[config.mk]
export PLATFORM = sky130hd
export DESIGN_NAME = cartridge_header_parser
export DESIGN_NICKNAME = d
export VERILOG_FILES = /design/src/design/chp_pkg.sv /design/src/design/chp_parse.sv /design/src/design/chp_out_reg.sv /design/src/design/cartridge_header_parser.sv
export SDC_FILE = /design/constraint.sdc
export NUM_CORES = 1
export LEC_CHECK = 0
export BUFFER_PORTS_ARGS = -buffer_cell sky130_fd_sc_hd__buf_4
export CAP_MARGIN = 20
export CORE_AREA = 4 4 140 142
export DETAILED_ROUTE_END_ITERATION = 8
export DIE_AREA = 0 0 144 146
export PLACE_DENSITY = 0.48
export RECOVER_POWER = 25
export SLEW_MARGIN = 15
export SYNTH_ARGS = -nofsm -noshare
export SYNTH_HDL_FRONTEND = slang
export SYNTH_HIERARCHICAL = 1
export SYNTH_SLANG_ARGS = --single-unit
[constraint.sdc]
create_clock -name clk -period 7.4 [get_ports clk]
set_input_delay 0.74 -clock clk [delete_from_list [all_inputs] [get_ports clk]]
set_output_delay 0.74 -clock clk [all_outputs]
set_load 0.05 [all_outputs]
[src/design/chp_pkg.sv]
// Shared types, codes and constants for the cartridge header parser.
package chp_pkg;

	localparam int DATA_W = 8;
	localparam int SIZE_W = 24;
	localparam int POS_W = 4;
	localparam int OUT_TDATA_W = 48;

	// Header layout
	localparam logic [POS_W-1:0] POS_PRG = 4'd4;
	localparam logic [POS_W-1:0] POS_CHR = 4'd5;
	localparam logic [POS_W-1:0] POS_FLAGS6 = 4'd6;
	localparam logic [POS_W-1:0] POS_FLAGS7 = 4'd7;
	localparam logic [POS_W-1:0] POS_RAM = 4'd8;
	localparam logic [POS_W-1:0] POS_FLAGS9 = 4'd9;
	localparam logic [POS_W-1:0] POS_LAST = 4'd15;

	localparam logic [DATA_W-1:0] FLAGS7_RSVD_MASK = 8'h0E;
	localparam logic [DATA_W-1:0] FLAGS9_RSVD_MASK = 8'hFE;
	localparam logic [DATA_W-1:0] MAPPER_HI_MASK = 8'hF0;
	localparam logic [DATA_W-1:0] MAPPER_LO_MASK = 8'h0F;

	localparam logic [SIZE_W-1:0] HEADER_BYTES = 24'd16;

	// Configuration register indexes
	localparam logic CFG_PEDANTIC = 1'b0;
	localparam logic CFG_IMAGE_SIZE = 1'b1;

	// Error codes
	localparam logic [2:0] ERR_OK = 3'd0;
	localparam logic [2:0] ERR_SHORT = 3'd1;
	localparam logic [2:0] ERR_MAGIC = 3'd2;
	localparam logic [2:0] ERR_B7 = 3'd3;
	localparam logic [2:0] ERR_B9 = 3'd4;
	localparam logic [2:0] ERR_TAIL = 3'd5;
	localparam logic [2:0] ERR_SIZE = 3'd6;

	typedef struct packed {
		logic             pal_video;
		logic [7:0]       ram_banks;
		logic             arcade_system;
		logic [7:0]       mapper_number;
		logic             four_screen;
		logic             trainer_present;
		logic             battery_ram;
		logic             vertical_mirror;
		logic [7:0]       pattern_banks;
		logic [7:0]       program_banks;
		logic [2:0]       error_code;
		logic             header_ok;
	} chp_result_t;

	function automatic logic [DATA_W-1:0] magic_byte(input logic [1:0] idx);
		logic [DATA_W-1:0] m;
		case (idx)
			2'd0: m = 8'h4E;
			2'd1: m = 8'h45;
			2'd2: m = 8'h53;
			default: m = 8'h1A;
		endcase
		return m;
	endfunction

endpackage

[src/design/chp_parse.sv]
// Header state registers and the per-byte decode and check logic.
module chp_parse (
	input  logic                          clk,
	input  logic                          arst_n,
	input  logic                          advance,
	input  logic [chp_pkg::DATA_W-1:0]    data_byte,
	input  logic                          last_byte,
	input  logic                          pedantic_mode,
	input  logic [chp_pkg::SIZE_W-1:0]    image_size,
	output logic                          emit,
	output chp_pkg::chp_result_t          result
);

	logic [chp_pkg::POS_W-1:0]  pos_q;
	logic                       sent_q;
	logic [2:0]                 err_q;
	logic [7:0]                 prg_q, chr_q, flags6_q, flags7_q, ram_q, flags9_q;
	logic                       tail_q;

	logic [2:0]                 err_n;
	logic                       tail_n;
	logic [2:0]                 final_err;
	logic [2:0]                 code;
	logic [chp_pkg::SIZE_W-1:0] need;
	logic [7:0]                 mapper;

	always_comb begin
		err_n = err_q;
		tail_n = tail_q;
		unique case (pos_q) inside
			[4'd0:4'd3]: begin
				if (data_byte != chp_pkg::magic_byte(pos_q[1:0]) && err_q == chp_pkg::ERR_OK)
					err_n = chp_pkg::ERR_MAGIC;
			end
			chp_pkg::POS_PRG, chp_pkg::POS_CHR, chp_pkg::POS_FLAGS6, chp_pkg::POS_RAM: ;
			chp_pkg::POS_FLAGS7: begin
				if (pedantic_mode && (data_byte & chp_pkg::FLAGS7_RSVD_MASK) != '0 &&
				    err_q == chp_pkg::ERR_OK)
					err_n = chp_pkg::ERR_B7;
			end
			chp_pkg::POS_FLAGS9: begin
				if (pedantic_mode && (data_byte & chp_pkg::FLAGS9_RSVD_MASK) != '0 &&
				    err_q == chp_pkg::ERR_OK)
					err_n = chp_pkg::ERR_B9;
			end
			default: begin
				if (data_byte != '0)
					tail_n = 1'b1;
			end
		endcase
	end

	// Bank sizes are powers of two: shifts, one add chain, one compare
	assign need = chp_pkg::HEADER_BYTES
		+ {2'b00, prg_q, 14'd0}
		+ {3'b000, chr_q, 13'd0}
		+ {14'd0, flags6_q[2], 9'd0};

	always_comb begin
		if (err_n != chp_pkg::ERR_OK)
			final_err = err_n;
		else if (pedantic_mode && tail_n)
			final_err = chp_pkg::ERR_TAIL;
		else if (need > image_size)
			final_err = chp_pkg::ERR_SIZE;
		else
			final_err = chp_pkg::ERR_OK;
	end

	assign emit = !sent_q && (pos_q == chp_pkg::POS_LAST || last_byte);
	assign code = (pos_q == chp_pkg::POS_LAST) ? final_err : chp_pkg::ERR_SHORT;

	always_comb begin
		mapper = (flags6_q >> 4) | (flags7_q & chp_pkg::MAPPER_HI_MASK);
		if (tail_n)
			mapper = mapper & chp_pkg::MAPPER_LO_MASK;
		result = '0;
		result.error_code = code;
		if (code == chp_pkg::ERR_OK) begin
			result.header_ok = 1'b1;
			result.program_banks = prg_q;
			result.pattern_banks = chr_q;
			result.vertical_mirror = flags6_q[0];
			result.battery_ram = flags6_q[1];
			result.trainer_present = flags6_q[2];
			result.four_screen = flags6_q[3];
			result.mapper_number = mapper;
			result.arcade_system = flags7_q[0];
			result.ram_banks = (ram_q != '0) ? ram_q : 8'd1;
			result.pal_video = flags9_q[0];
		end
	end

	always_ff @(posedge clk or negedge arst_n) begin
		if (!arst_n) begin
			pos_q <= '0;
			sent_q <= 1'b0;
			err_q <= chp_pkg::ERR_OK;
			tail_q <= 1'b0;
			prg_q <= '0;
			chr_q <= '0;
			flags6_q <= '0;
			flags7_q <= '0;
			ram_q <= '0;
			flags9_q <= '0;
		end else if (advance) begin
			if (sent_q) begin
				// drop trailing bytes until the end of the image
				if (last_byte) begin
					pos_q <= '0;
					sent_q <= 1'b0;
					err_q <= chp_pkg::ERR_OK;
					tail_q <= 1'b0;
				end
			end else begin
				case (pos_q)
					chp_pkg::POS_PRG: prg_q <= data_byte;
					chp_pkg::POS_CHR: chr_q <= data_byte;
					chp_pkg::POS_FLAGS6: flags6_q <= data_byte;
					chp_pkg::POS_FLAGS7: flags7_q <= data_byte;
					chp_pkg::POS_RAM: ram_q <= data_byte;
					chp_pkg::POS_FLAGS9: flags9_q <= data_byte;
					default: ;
				endcase
				if (last_byte) begin
					pos_q <= '0;
					sent_q <= 1'b0;
					err_q <= chp_pkg::ERR_OK;
					tail_q <= 1'b0;
				end else if (pos_q == chp_pkg::POS_LAST) begin
					sent_q <= 1'b1;
				end else begin
					pos_q <= pos_q + 4'd1;
					err_q <= err_n;
					tail_q <= tail_n;
				end
			end
		end
	end

endmodule

[src/design/chp_out_reg.sv]
// Result register on the master-side stream.
module chp_out_reg (
	input  logic                               clk,
	input  logic                               arst_n,
	input  logic                               load,
	input  chp_pkg::chp_result_t               result,
	input  logic                               taken,
	output logic                               valid,
	output logic [chp_pkg::OUT_TDATA_W-1:0]    data
);

	chp_pkg::chp_result_t res_q;
	logic                 valid_q;

	always_ff @(posedge clk or negedge arst_n) begin
		if (!arst_n)
			valid_q <= 1'b0;
		else if (load)
			valid_q <= 1'b1;
		else if (taken)
			valid_q <= 1'b0;
	end

	always_ff @(posedge clk) begin
		if (load)
			res_q <= result;
	end

	assign valid = valid_q;
	assign data = {(chp_pkg::OUT_TDATA_W - $bits(chp_pkg::chp_result_t))'(0), res_q};

endmodule

[src/design/cartridge_header_parser.sv]
// Top level of the cartridge header parser: input register, config, parse, result.
//
// Streams a cartridge image in one byte per transaction and returns one result
// transaction per image: after the sixteenth header byte, or at an early tlast
// with the too-short error. Bytes past the header are dropped until tlast.
// The block takes one byte every cycle while not stalled; a byte waits in the
// input register, and when the input stage advances its result, if any, is
// loaded into the output register, which raises m_tvalid. The only stall comes
// from m_tready: with the result register full and not taken, the input
// register holds. Write pedantic_mode and image_size while the stream is idle.
module cartridge_header_parser (
	input  logic                               clk,
	input  logic                               arst_n,
	// s_tdata: [7:0] data_byte
	input  logic                               s_tvalid,
	output logic                               s_tready,
	input  logic [7:0]                         s_tdata,
	input  logic                               s_tlast,
	// m_tdata: [0] header_ok, [3:1] error_code, [11:4] program_banks,
	// [19:12] pattern_banks, [20] vertical_mirror, [21] battery_ram,
	// [22] trainer_present, [23] four_screen, [31:24] mapper_number,
	// [32] arcade_system, [40:33] ram_banks, [41] pal_video, [47:42] zero
	output logic                               m_tvalid,
	input  logic                               m_tready,
	output logic [chp_pkg::OUT_TDATA_W-1:0]    m_tdata,
	input  logic                               cfg_valid,
	output logic                               cfg_ready,
	input  logic                               cfg_index,
	input  logic [chp_pkg::SIZE_W-1:0]         cfg_data
);

	logic                           valid_s1;
	logic [chp_pkg::DATA_W-1:0]     byte_s1;
	logic                           last_s1;
	logic                           advance;
	logic                           emit;
	logic                           pedantic_q;
	logic [chp_pkg::SIZE_W-1:0]     size_q;
	chp_pkg::chp_result_t           result;

	assign cfg_ready = 1'b1;

	always_ff @(posedge clk or negedge arst_n) begin
		if (!arst_n) begin
			pedantic_q <= 1'b0;
			size_q <= '0;
		end else if (cfg_valid) begin
			case (cfg_index)
				chp_pkg::CFG_PEDANTIC: pedantic_q <= cfg_data[0];
				chp_pkg::CFG_IMAGE_SIZE: size_q <= cfg_data;
				default: ;
			endcase
		end
	end

	// advance the input stage whenever the result register can take a result
	assign advance = valid_s1 && (!m_tvalid || m_tready);
	assign s_tready = !valid_s1 || advance;

	always_ff @(posedge clk or negedge arst_n) begin
		if (!arst_n)
			valid_s1 <= 1'b0;
		else if (s_tready)
			valid_s1 <= s_tvalid;
	end

	always_ff @(posedge clk) begin
		if (s_tready && s_tvalid) begin
			byte_s1 <= s_tdata;
			last_s1 <= s_tlast;
		end
	end

	chp_parse u_parse (
		.clk           (clk),
		.arst_n        (arst_n),
		.advance       (advance),
		.data_byte     (byte_s1),
		.last_byte     (last_s1),
		.pedantic_mode (pedantic_q),
		.image_size    (size_q),
		.emit          (emit),
		.result        (result)
	);

	chp_out_reg u_out (
		.clk    (clk),
		.arst_n (arst_n),
		.load   (advance && emit),
		.result (result),
		.taken  (m_tready),
		.valid  (m_tvalid),
		.data   (m_tdata)
	);

endmodule
# Yosys cells after proc, flatten, opt, wreduce, memory -nomap -nowiden
# Cells that the tools add are included.
# Widths: inputs -> output; s select.
[word_totals]
register_bits = 128
in_bits = 39
word_cells = 123
[classes]
n_addsub = 4
bitwise_logic = 4
n_reduce_logical = 38
order_cmp = 3
n_eq_ne = 12
muxes = 32
[ops]
columns = ["operator", "n"]
rows = [
  ["$mux 3", 11],
  ["$reduce_bool 8->1", 4],
  ["$add 24x10->24", 1],
  ["$add 24x21->24", 1],
  ["$gt 24x24->1", 1],
  ["$add 5x22->23 const A", 1],
  ["$pmux 7 s3", 1],
  ["$reduce_and 3->1", 7],
  ["$eq 4x3->1 const B", 4],
  ["$mux 4", 4],
  ["$mux 1", 14],
  ["$eq 4x4->1 const B", 3],
  ["$logic_and 1x1->1", 11],
  ["$pmux 3 s3", 1],
  ["$mux 8", 1],
  ["$ne 8x8->1", 1],
  ["$or 4x8->8", 1],
  ["$reduce_or 7->1", 1],
  ["$logic_not 3->1", 2],
  ["$reduce_and 2->1", 3],
  ["$add 4x1->4 const B", 1],
  ["$ge 4x1->1 const B", 1],
  ["$le 4x2->1 const B", 1],
  ["$ne 2x2->1 const B", 2],
  ["other kinds (9)", 15],
]

# Logic depth before layout (Yosys ltp)
# Gate-level depths: netlist (run 1).
[depth]
ltp_word = 13
ltp_mapped = 16
depth_no_buf = 14

# By module
# The synthesis (run 1) kept the hierarchy.
[modules_own_cells]
columns = ["module", "cells_each", "area_per_inst_um2", "instances"]
rows = [
  ["chp_parse", 350, 3301.9, 1],
  ["cartridge_header_parser", 72, 1362.6, 1],
  ["chp_out_reg", 52, 1346.3, 1],
]

# Worst setup path before layout (run 1)
# Ideal clock, no wire load.
[synth_timing]
path_type = "register -> register"
from = "reg u_parse.prg_q[0]"
to = "reg u_out.res_q (netlist bit u_out/data[0]) (data pin)"
slack_ps = 3940
stages_incl_launch_ff = 17
setup_ps = 152
t_required_ps = 7248
arrival_time_ps = 3309
path_buffers = 2
cell_sequence = "dfrtp_1 > ha_1 > inv_1 > fa_1 > nor2b_1 > o21ai_0 > a21boi_0 > o21ba_2 > a21oi_1 > ha_1 > and4b_1 > nand3_1 > or4_1 > o21a_1 > buf_6 > buf_6 > nor3_2"
[synth_lines]
columns = ["item", "line_no", "source"]
rows = [
  ["start, declared", "chp_parse.sv:17", "logic [7:0] prg_q, chr_q, flags6_q, flags7_q, ram_q, flags9_q;"],
  ["start signal, assigned", "chp_parse.sv:117", "chp_pkg::POS_PRG: prg_q <= data_byte;"],
  ["end signal, assigned", "chp_out_reg.sv:26", "res_q <= result;"],
  ["end, declared", "chp_out_reg.sv:12", "chp_pkg::chp_result_t res_q;"],
]

==> impl_results.md, run 1 <==
* Fin. max-slew vios at 56
* Post-cts gate resize count at 0
* Vias in the first global route at 4031
* Synth Warn # at 6
* Number of diodes at 0
* Seq cells post-synth at 125
* Critical Path AT at 4450 ps
* Multiplexer share of the synthesized area at 0.1305
* Asr flop ratio synth at 0.5920
* Setup slack, reg-to-reg at 3190 ps
* Die X at 144 µm
* Total setup buffers inserted after CTS at 0
* Drt total wl at 13690 µm
* Row count at 50
* Crit end category: register
* Filler instances at 1780
* Simple-gate area share of the yosys netlist at 0.1459
* Synth Cell Area at 6011 µm²
* Syn Area/Cell at 12.68 µm²
* Remaining DRCs at 0
* Required time of the critical path at 7650 ps
* I/O pin count at 90
* Antenna violations before repair at 0
* Max Cap Viol at 1
* Number of buffers created by CTS at 17
* Total grt overflow at 0
* Largest net degree at the start of global routing at 75
* Final Cell Area at 7361 µm²
* Post-Synth XOR/XNOR Area at 0.01166
* VDD IR max at 0.1771 mV
* Max FO, Critical Path at 30
* Final setup viols at 0
* Pleak at 3.185 nW
* Setup WS pre-CTS at 3167 ps
* Clk_lat worst skew at 420 ps
* Worst Skew at 9.635 ps
* Placer Congestion at 0.8086
* Antenna viol nets, final at 0
* CTS tree: yes
* RSZ-0062 raised after global routing: no
* DR WL/cell at 17.07 µm
* Placed cell area at 6788 µm²
* Most used DFF post-synth: dfrtp_1
* Final period utilization at 0.5684
* EDFF count, synth at 51
* Highest clock rate at 0.2378 GHz
* Synth Area in Compound Gates at 0.05454
* DRT iter0 DRCs at 226
* Outcome: finished, violations left
* Post-synthesis adder-cell area fraction at 0.05121
* Seq/Total Area, Yosys at 0.5629
* Core area at 18460 µm²
* Tmin final at 4206 ps
* Post-DP HPWL at 9540 µm
* Violated checks: max-capacitance violations, max-slew violations
* Worst min-delay path class: reg -> reg
* Pwr Density at 274.6 nW/µm²
* Worst Setup Start Kind: register
* Post-synth cell types at 58
* Worst Max-Slew Pin Slew at 3010 ps
* Critical path class: reg -> reg
* Initial Util at 0.3257
* Nets at 618
* Input/output buffers at 82
* Share of layout cells above drive strength 1 at 0.3468
* Chip height at 146 µm
* H-tree depth at 4
* Die ar. at 21020 µm²
* TritonRoute pass-1 iters at 4
* Routed vias at 3855
* Max-slew headroom at the worst pin at -1.007
* First-pass GRT wire length at 21890 µm
* Largest family of logic cells by synthesized area: simple AND/OR/NAND/NOR gates
* Clk slew on worst S/H paths at 60 ps
* Worst Setup Slack, final at 3194 ps
* Vias per Instance at 4.807
* Synthesized instance count at 474
* Total GRT Usage at 0.1347
* Total negative slack at 0 ps
* Fin. Hold Viols at 0
* Area Growth Syn to Fin at 22.46%
* Hold-fix buffers at CTS at 0
* CTS Sinks at 125
* Clock root cell: clkbuf_16
* CTS Buffer Depth at 2
worst paths after layout:
kind,startpoint,end,cells past startpoint
worst max-delay path,u_parse/prg_q[0],u_out/data[3],14
worst min-delay path,u_parse/flags7_q[4],u_parse/flags7_q[4],1
worst max register to register,u_parse/prg_q[0],u_out/data[3],14
worst min register to register,u_parse/flags7_q[4],u_parse/flags7_q[4],1
max in group asynchronous,arst_n,u_parse/flags6_q[5],2
min in group asynchronous,arst_n,size_q[1],1
Yosys cell counts (10+ instances only):
cell	count	area, µm²
nand2_1	48	180.2
inv_1	21	78.83
edfxtp_1	51	1531
nor3_1	24	120.1
nor3_2	10	100.1
mux2_2	43	484.2
nor2_1	17	63.81
ha_1	23	287.8
o21ai_0	12	60.06
clkbuf_1	13	48.80
mux2_4	20	300.3
nor4_1	12	75.07
dfrtp_1	74	1852
metal layers:
layer	track usage	vias up	share of wire
met3	0.03713	8	0.059
met4	0.04237	0	0.0093
li1	-	1872	-
met2	0.1983	108	0.44
met1	0.1926	1867	0.49
met5	0	-	0
power by group:
part / switching (W) / leakage, nW / internal [W]
logic: 0.000210 / 1.46 / 0.000144
registers: 0.0000592 / 1.45 / 0.000796
clock network: 0.000315 / 0.271 / 0.000497
flip-flops by register name (all words and copies together), names as in the netlist, 5 cells and up:
signal            count
u_parse/flags7_q      5
u_out/data           42
u_parse/chr_q         8
size_q               24
byte_s1               8
u_parse/ram_q         8
u_parse/flags6_q      8
u_parse/prg_q         8
layout by cell type, fill, tap and decap left out, types with 2 or more instances in the layout:
cell type    n
or4_1        3
clkinv_4     5
o21ai_0     12
and3_1       3
buf_4       72
nor2b_1      3
nor3_2      10
a21oi_1      9
nor2_1      17
nand2_2      2
or3_1        3
dfrtp_1     74
clkinvlp_4   3
xnor2_1      5
nand3b_1     2
ha_1        23
clkbuf_4     9
mux2_2      43
nor3_1      24
mux2_4      20
conb_1       7
nor4b_2      3
nor4_1      11
nand3_1      8
clkbuf_1     5
edfxtp_1    51
xor2_1       3
nand2b_1     3
inv_1       21
and2_1       3
o21bai_1     2
a21o_1       2
a31oi_1      2
o21a_1       4
bufinv_16    2
nand2_1     48
a22oi_1      4
and4b_1      3
clkbuf_16   17
area by class of cell:
| cell class | instances | area, µm² | area share |
|---|---|---|---|
| inverter | 21 | 78.83 | 0.01071 |
| multi-input combinational | 306 | 2410 | 0.3274 |
| tap | 234 | 292.8 | 0.03978 |
| clock inverter | 13 | 143.9 | 0.01955 |
| clock buffer | 19 | 432.9 | 0.05881 |
| sequential | 125 | 3383 | 0.4596 |
| timing repair buffer | 84 | 619.3 | 0.08414 |
critical path, cell delays in order, from the launching register on:
cell	delay, ps
dfrtp_1	370
ha_1	180
inv_1	60
fa_1	390
nor2b_1	110
o21ai_0	90
a21boi_0	310
o21ba_2	210
a21oi_1	50
ha_1	270
and4b_1	240
nand3_1	190
or4_1	1020
and3_1	380
a22oi_1	160
metrics by stage:
step,std cells,util,hold slack [ps],total power (W)
global route,802,0.3988,496.1,0.002115
global placement,769,0.3678,486.4,0.001219
floorplan,479,-,444.4,0.001112
detailed placement,769,0.3678,487.6,0.001226
finish,802,0.3988,506.1,0.002021
CTS,801,0.3991,477.9,0.002050
cells by family after synthesis:
group	Yosys count
AND/OR/NAND/NOR	156
flip-flops	125
multiplexers	63
AO/OA/AOI/OAI	48
buffers and inverters	48
adder cells (fa/ha/maj)	24
XOR/XNOR	8
other	2
(Power assumes the default switching activity.)
==> inputs of run 2 (changes only) <==
- PLACE_DENSITY: 0.48 -> 0.5
- clock period: 7.4 -> 3.8 ns (I/O delays scaled with it)
==> run 2 against run 1 <==
Critical endpoint is now u_out/data[26]. Clock skew increased by 6.6 ps. The run still ends with max-capacitance violations, max-slew violations left. Sequential share of layout area fell by 1.4 points. Combinational power grew 100%. Worst hold slack lost 340 ps. Flip-flop and latch count unchanged. Register-to-register slack lost 3000 ps. Worst setup slack worse by 3000 ps. Routed wire length increased by 0.33%. Final cell count rose by 0.75%. Die area did not move. Largest cell class unchanged.
==> impl_results.md, run 2 (synthesis gave the netlist of run 1 again) <==
* Total grt overflow at 0 (unchanged)
* Outcome: finished, violations left (unchanged)
* Worst Skew at 16.28 ps (was 9.635 ps)
* Final setup viols at 0 (unchanged)
* Max-slew headroom at the worst pin at -0.2519 (was -1.007)
* Critical path startpoint: u_parse/prg_q[0] (unchanged)
* Die X at 144 µm (unchanged)
* Pleak at 3.258 nW (was 3.185 nW)
* Clk slew on worst S/H paths at 60 ps (about the same)
* Power Total at 0.004075 W (was 0.002021 W)
* Input/output buffers at 82 (unchanged)
* Total GRT Usage at 0.1327 (was 0.1347)
* Critical Path AT at 3900 ps (was 4450 ps)
* Clock root cell: clkbuf_16 (unchanged)
* Crit end category: register (unchanged)
* Nets at 624 (was 618)
* Area Growth Syn to Fin at 26.27% (was 22.46%)
* Commonest non-fill, non-tap cell in the layout: buf_4 (was dfrtp_1)
* Vias in the first global route at 4130 (was 4031)
* Worst Max-Slew Pin Slew at 1878 ps (was 3010 ps)
* Worst min-delay path class: in -> reg (was reg -> reg)
* CTS tree: yes (unchanged)
* Max Cap Viol at 1 (unchanged)
* CP max stage cell: or4_4 (was or4_1)
* Critical path class: reg -> reg (unchanged)
* TritonRoute pass-1 iters at 4 (unchanged)
* Cells on worst reg2reg path at 15 (was 14)
* I/O pin count at 90 (unchanged)
* CTS Buffer Depth at 2 (unchanged)
* Placer Congestion at 0.8071 (was 0.8086)
* Clk_lat worst skew at 420 ps (about the same)
* Initial Util at 0.3257 (unchanged)
* Worst reg2reg path startpoint: u_parse/prg_q[0] (unchanged)
* Max FO, Critical Path at 20 (was 30)
* Setup slack, reg-to-reg at 150 ps (was 3190 ps)
* Critical Path, Cell by Cell: ha_1 > inv_1 > fa_1 > nor2b_1 > o21ai_0 > a21boi_1 > o21ba_2 > o21a_1 > ha_1 > and4b_1 > nand3_2 > or4_4 > o21a_4 > buf_12 > nor4b_4 (was ha_1 > inv_1 > fa_1 > nor2b_1 > o21ai_0 > a21boi_0 > o21ba_2 > a21oi_1 > ha_1 > and4b_1 > nand3_1 > or4_1 > and3_1 > a22oi_1)
* Most frequent cells in the layout: buf_4 (77), dfrtp_1 (74), edfxtp_1 (51) (was dfrtp_1 (74), buf_4 (72), edfxtp_1 (51))
* CTS Sinks at 125 (unchanged)
* Violated checks: max-capacitance violations, max-slew violations (unchanged)
* Antenna violations before repair at 0 (unchanged)
* Core area at 18460 µm² (unchanged)
* Number of buffers created by CTS at 17 (unchanged)
* Final period utilization at 0.9615 (was 0.5684)
* DRT iter0 DRCs at 248 (was 226)
* VDD IR max at 0.3183 mV (was 0.1771 mV)
* Die ar. at 21020 µm² (unchanged)
* Post-DP HPWL at 9530 µm (was 9540 µm)
* Required time of the critical path at 4050 ps (was 7650 ps)
* First-pass GRT wire length at 21760 µm (was 21890 µm)
* DR WL/cell at 17.00 µm (was 17.07 µm)
* Drt total wl at 13740 µm (was 13690 µm)
* Pwr Density at 537.0 nW/µm² (was 274.6 nW/µm²)
* Number of diodes at 0 (unchanged)
* Highest clock rate at 0.2737 GHz (was 0.2378 GHz)
* Vias per Instance at 4.913 (was 4.807)
* Worst Setup Start Kind: register (unchanged)
* Hold-fix buffers at CTS at 0 (unchanged)
* Chip height at 146 µm (unchanged)
* R2r endpoint: u_out/data[26] (was u_out/data[3])
* Tmin final at 3654 ps (was 4206 ps)
* Remaining DRCs at 0 (unchanged)
* Row count at 50 (unchanged)
* H-tree depth at 4 (unchanged)
* Routed vias at 3970 (was 3855)
* Cell mode on critical path: ha_1 (unchanged)
* Crit path to: u_out/data[26] (was u_out/data[3])
* Largest net degree at the start of global routing at 75 (unchanged)
* Antenna viol nets, final at 0 (unchanged)
* Share of layout cells above drive strength 1 at 0.3746 (was 0.3468)
* Max reg flops at 42 (unchanged)
* Worst hold slack at 167.2 ps (was 506.1 ps)
* Fin. max-slew vios at 75 (was 56)
* Fin. Hold Viols at 0 (unchanged)
* Delay of the slowest critical-path stage at 560 ps (was 1020 ps)
==> run 2: cell types whose count changed in the layout (fill, tap and decap cells not counted), sizes merged <==
| cell | before | now |
|---|---|---|
| buf | 72 | 79 |
| clkbuf | 31 | 29 |
| clkinv | 7 | 6 |
| bufinv | 2 | 4 |
==> run 2: where the power goes <==
group          internal, W  switching (W)
clock network      0.00110       0.000594
registers          0.00155       0.000113
logic             0.000297       0.000423
total              0.00295        0.00113
==> run 2: timing repair <==
item	4_1_cts	5_1_grt
endpoints found under the setup margin	6	38
resized for setup	1	15
buffers inserted	0	1
hold endpoints to repair	0	0
gates cloned	0	1
pin swaps	0	2
==> run 2: per-layer routing <==
metal / vias up / global-route usage / part of all wire
met2: 100 / 0.1925 / 0.44
met1: 1969 / 0.1861 / 0.49
li1: 1884 / - / -
met5: - / 0 / 0
met4: 0 / 0.05273 / 0.019
met3: 17 / 0.03845 / 0.046
==> run 2: through the flow <==
step	std cells	setup TNS [ps]	area (µm²)	utilization	setup slack [ps]
final	808	0	7590	0.4113	146.1
after detailed placement	774	-54.70	6842	0.3707	-33.37
after global routing	808	-94.59	7590	0.4113	-22.41
after CTS	806	0	7466	0.4045	39.12
after floorplan	479	0	6030	-	339.7
after global placement	774	0	6842	0.3707	81.77
==> run 2: worst min-delay path by stage <==
stage / start / endpoint / slack (ps) / depth (start not counted)
after CTS: s_tdata[0] / byte_s1[0] / 120 / 1
after global routing: s_tdata[3] / byte_s1[3] / 140 / 1
after detailed placement: size_q[15] / size_q[15] / 490 / 1
after floorplan: arst_n / pedantic_q / 80 / 0
after global placement: size_q[1] / size_q[1] / 490 / 1
final: s_tdata[0] / byte_s1[0] / 170 / 1
==> run 2: layout make-up <==
type                    count  area [µm²]
clock buffers              18       429.2
clock inverters            14       195.2
fillers                  1741       10870
inverters                  21       78.83
multi-input cells         306        2499
flip-flops and latches    125        3383
well taps                 234       292.8
repair buffers             90       711.9
==> run 2: worst max-delay path, delay by kind of cell, from the launching register on <==
| family | cells | cell delay [ps] |
|---|---|---|
| and+or+nand+nor | 5 | 1270 |
| AOI/OAI and AO/OA | 5 | 910 |
| adders and majority gates | 3 | 690 |
| DFF | 1 | 380 |
| buffers and inverters | 2 | 240 |
==> inputs of run 3 (changes only) <==
- CORE_AREA: 4 4 140 142 -> 4 4 138 140
- DIE_AREA: 0 0 144 146 -> 0 0 142 144
- SYNTH_HIERARCHICAL: 1 -> not set
==> run 3 against run 2 <==
The flow finishes with violations (max-capacitance violations, max-slew violations, negative setup slack). Area after synthesis decreased by 3.0%. Clock power down 7%. Flip-flop and latch count unchanged. Non-clock buffer count grew 22. Power shrank 4.8%. Utilization is 2.2 points higher. Via count fell by 2.8%.
==> impl_results.md, run 3 <==
* Synthesized instance count at 467 (was 474)
* Pleak at 3.262 nW (was 3.258 nW)
* Critical path class: reg -> reg (unchanged)
* Syn Area/Cell at 12.49 µm² (was 12.68 µm²)
* Vias per Instance at 4.704 (was 4.913)
* DRT iter0 DRCs at 202 (was 248)
* Area leader, netlist: dfrtp_1 (unchanged)
* Clk_lat worst skew at 410 ps (was 420 ps)
* Asr flop ratio synth at 0.5920 (unchanged)
* Chip height at 144 µm (was 146 µm)
* Initial Util at 0.3270 (was 0.3257)
* Sw Share at 0.2697 (was 0.2772)
* H-tree depth at 4 (unchanged)
* CP max stage cell: or4b_4 (was or4_4)
* Routed vias at 3857 (was 3970)
* Synth area leaders: dfrtp_1 (32%), edfxtp_1 (26%), mux2_2 (12%), ha_1 (4.9%), inv_1 (3.3%) (was dfrtp_1 (31%), edfxtp_1 (25%), mux2_2 (8.1%), mux2_4 (5.0%), ha_1 (4.8%))
* Clk pwr share at 0.408 (was 0.415)
* Most frequent cells in the layout: buf_4 (93), dfrtp_1 (74), mux2_2 (63) (was buf_4 (77), dfrtp_1 (74), edfxtp_1 (51))
* Pwr Density at 502.2 nW/µm² (was 537.0 nW/µm²)
* Share of layout cells above drive strength 1 at 0.4179 (was 0.3746)
* Switching power at 0.001046 W (was 0.001130 W)
* Synth Warn # at 0 (was 6)
* Final period utilization at 1.017 (was 0.9615)
* Critical Path, Cell by Cell: ha_1 > a21o_1 > a21oi_2 > nand2b_4 > a21boi_2 > o41a_1 > xnor2_1 > ha_1 > a21o_1 > a21oi_1 > o221ai_2 > o22a_1 > or4b_4 > buf_12 > clkbuf_16 > nor3_2 (was ha_1 > inv_1 > fa_1 > nor2b_1 > o21ai_0 > a21boi_1 > o21ba_2 > o21a_1 > ha_1 > and4b_1 > nand3_2 > or4_4 > o21a_4 > buf_12 > nor4b_4)
* Highest clock rate at 0.2588 GHz (was 0.2737 GHz)
* Placer Congestion at 0.8506 (was 0.8071)
* Core area at 17840 µm² (was 18460 µm²)
* Clk slew on worst S/H paths at 50 ps (was 60 ps)
* Synth Cell Area at 5833 µm² (was 6011 µm²)
* Internal power at 0.002834 W (was 0.002946 W)
* Violated checks: max-capacitance violations, max-slew violations, negative setup slack (was max-capacitance violations, max-slew violations)
* CTS Buffer Depth at 2 (unchanged)
* Seq/Total Area, Yosys at 0.5800 (was 0.5629)
* Max reg flops at 42 (unchanged)
* Crit path buf inv count at 2 (unchanged)
* Worst min-delay path class: in -> reg (unchanged)
* TritonRoute pass-1 iters at 4 (unchanged)
* Worst Setup Slack, final at -63.65 ps (was 146.1 ps)
* Seq cells post-synth at 125 (unchanged)
* Max Cap Viol at 1 (unchanged)
* Antenna violations before repair at 0 (unchanged)
* Required time of the critical path at 4060 ps (was 4050 ps)
* Max FO, Critical Path at 5 (was 20)
* Die X at 142 µm (was 144 µm)
* Fin. Hold Viols at 0 (unchanged)
* Number of diodes at 0 (unchanged)
* Worst hold slack at 162.0 ps (was 167.2 ps)
* Clock root cell: clkbuf_16 (unchanged)
* Max-slew headroom at the worst pin at -0.2524 (was -0.2519)
* Vias in the first global route at 4025 (was 4130)
* Final setup viols at 29 (was 0)
* First-pass GRT wire length at 21620 µm (was 21760 µm)
* EDFF count, synth at 51 (unchanged)
* Hold-fix buffers at CTS at 0 (unchanged)
* Filler instances at 1689 (was 1741)
* Commonest cells in the netlist: dfrtp_1 (74), mux2_2 (63), inv_1 (52), edfxtp_1 (51), nor3_1 (37) (was dfrtp_1 (74), edfxtp_1 (51), nand2_1 (48), mux2_2 (43), nor3_1 (24))
* Worst Setup Start Kind: register (unchanged)
* Outcome: finished, violations left (unchanged)
* Post-DP HPWL at 8862 µm (was 9530 µm)
* CTS tree: yes (unchanged)
* Nets at 641 (was 624)
* Number of buffers created by CTS at 17 (unchanged)
* Share of the synthesized area in the top cell type at 0.3175 (was 0.3081)
* RSZ-0062 raised after global routing: yes
* Drt total wl at 13430 µm (was 13740 µm)
* Area Growth Syn to Fin at 32.45% (was 26.27%)
* Fin. max-slew vios at 75 (unchanged)
* Dominant cell by count in the synthesized netlist: dfrtp_1 (unchanged)
* Seq pwr share at 0.419 (was 0.408)
* Multi-input logic area at 2303 µm² (was 2499 µm²)
* Remaining DRCs at 0 (unchanged)
* Worst Skew at 7.932 ps (was 16.28 ps)
* Comb power frac at 0.174 (was 0.177)
* Delay of the slowest critical-path stage at 580 ps (was 560 ps)
* Total grt overflow at 0 (unchanged)
* Crit end category: register (unchanged)
* Commonest non-fill, non-tap cell in the layout: buf_4 (unchanged)
* Row count at 49 (was 50)
* Antenna viol nets, final at 0 (unchanged)
* DR WL/cell at 16.38 µm (was 17.00 µm)
* Reg area at 3383 µm² (unchanged)
* Family with the most delay on the worst path: compound AO/OA/AOI/OAI gates (was simple AND/OR/NAND/NOR gates)
* Most used DFF post-synth: dfrtp_1 (unchanged)
* Total GRT Usage at 0.1371 (was 0.1327)
* Tmin final at 3864 ps (was 3654 ps)
* Post-synth cell types at 58 (unchanged)
* Largest net degree at the start of global routing at 75 (unchanged)
* Worst Max-Slew Pin Slew at 1879 ps (was 1878 ps)
* Power Total at 0.003880 W (was 0.004075 W)
* Critical Path AT at 4120 ps (was 3900 ps)
* Input/output buffers at 82 (unchanged)
* I/O pin count at 90 (unchanged)
* VDD IR max at 0.3143 mV (was 0.3183 mV)
* CTS Sinks at 125 (unchanged)
* Die ar. at 20450 µm² (was 21020 µm²)
run 3: per-layer routing:
layer | track usage | wire length, µm | up-vias
li1 | - | - | 1872
met1 | 0.1739 | 5973 | 1877
met2 | 0.2224 | 6530 | 89
met3 | 0.04266 | 660 | 19
met4 | 0.04899 | 266 | 0
met5 | 0 | 0 | -
run 3: path summary, 6_finish.rpt:
kind                                        from  cells past startpoint  slack, ps          endpoint
max in group asynchronous                 arst_n                      1       2200  u_parse.pos_q[1]
min in group asynchronous                 arst_n                      1        470         size_q[5]
worst max-delay path            u_parse.chr_q[2]                     16        -60    u_out.data[13]
worst min register to register    u_parse.tail_q                      2        490    u_parse.tail_q
worst max register to register  u_parse.chr_q[2]                     16        -60    u_out.data[13]
worst min-delay path                  s_tdata[5]                      1        160        byte_s1[5]
run 3: repair_timing:
action,CTS,global route
hold endpoints to repair,0,0
setup buffers,6,2
gates cloned,4,2
setup endpoints to repair,39,39
pin swaps,14,5
resized for setup,36,6
run 3: power by group through the flow:
stage | combinational, W | sequential, W | clock (W)
global placement | 0.000598 | 0.00165 | 0
detailed placement | 0.000608 | 0.00165 | 0
global route | 0.000744 | 0.00164 | 0.00169
floorplan | 0.000343 | 0.00170 | 0
CTS | 0.000670 | 0.00163 | 0.00162
finish | 0.000674 | 0.00162 | 0.00158
run 3: logic make-up after synthesis:
group | after synthesis | share of synthesized area
other cells | 2 | 0.001287
xor+xnor | 6 | 0.009009
fa+ha+maj | 24 | 0.05277
buf+inv | 77 | 0.05791
mux | 63 | 0.1216
simple gates | 126 | 0.1259
flops | 125 | 0.5800
compound gates | 44 | 0.05148
run 3: area by class of cell:
type / instances / share of cell area
Clock buffer: 25 / 0.06283
Multi-Input combinational cell: 270 / 0.2981
Clock inverter: 7 / 0.01166
Sequential cell: 125 / 0.4379
Timing Repair Buffer: 112 / 0.1271
Inverter: 52 / 0.02526
Tap cell: 229 / 0.03709
run 3: worst reg2reg max path, cell delays in order (launching register included):
cell,delay [ps]
dfrtp_1,390
ha_1,300
a21o_1,170
a21oi_2,140
nand2b_4,140
a21boi_2,60
o41a_1,380
xnor2_1,140
ha_1,310
a21o_1,160
a21oi_1,180
o221ai_2,130
o22a_1,200
or4b_4,580
buf_12,190
clkbuf_16,170
nor3_2,100
run 3: stage by stage:
step	instance area [µm²]	utilization	std cells	setup slack, ps	setup TNS (ps)
2_1_floorplan	5857	-	472	142.2	0
3_3_place_gp	6755	0.3786	774	-83.52	-1672
3_5_place_dp	6755	0.3786	774	-202.5	-5489
4_1_cts	7637	0.4281	816	-53.38	-842.9
5_1_grt	7726	0.4331	820	-264.6	-8607
6_report	7726	0.4331	820	-63.65	-935.2
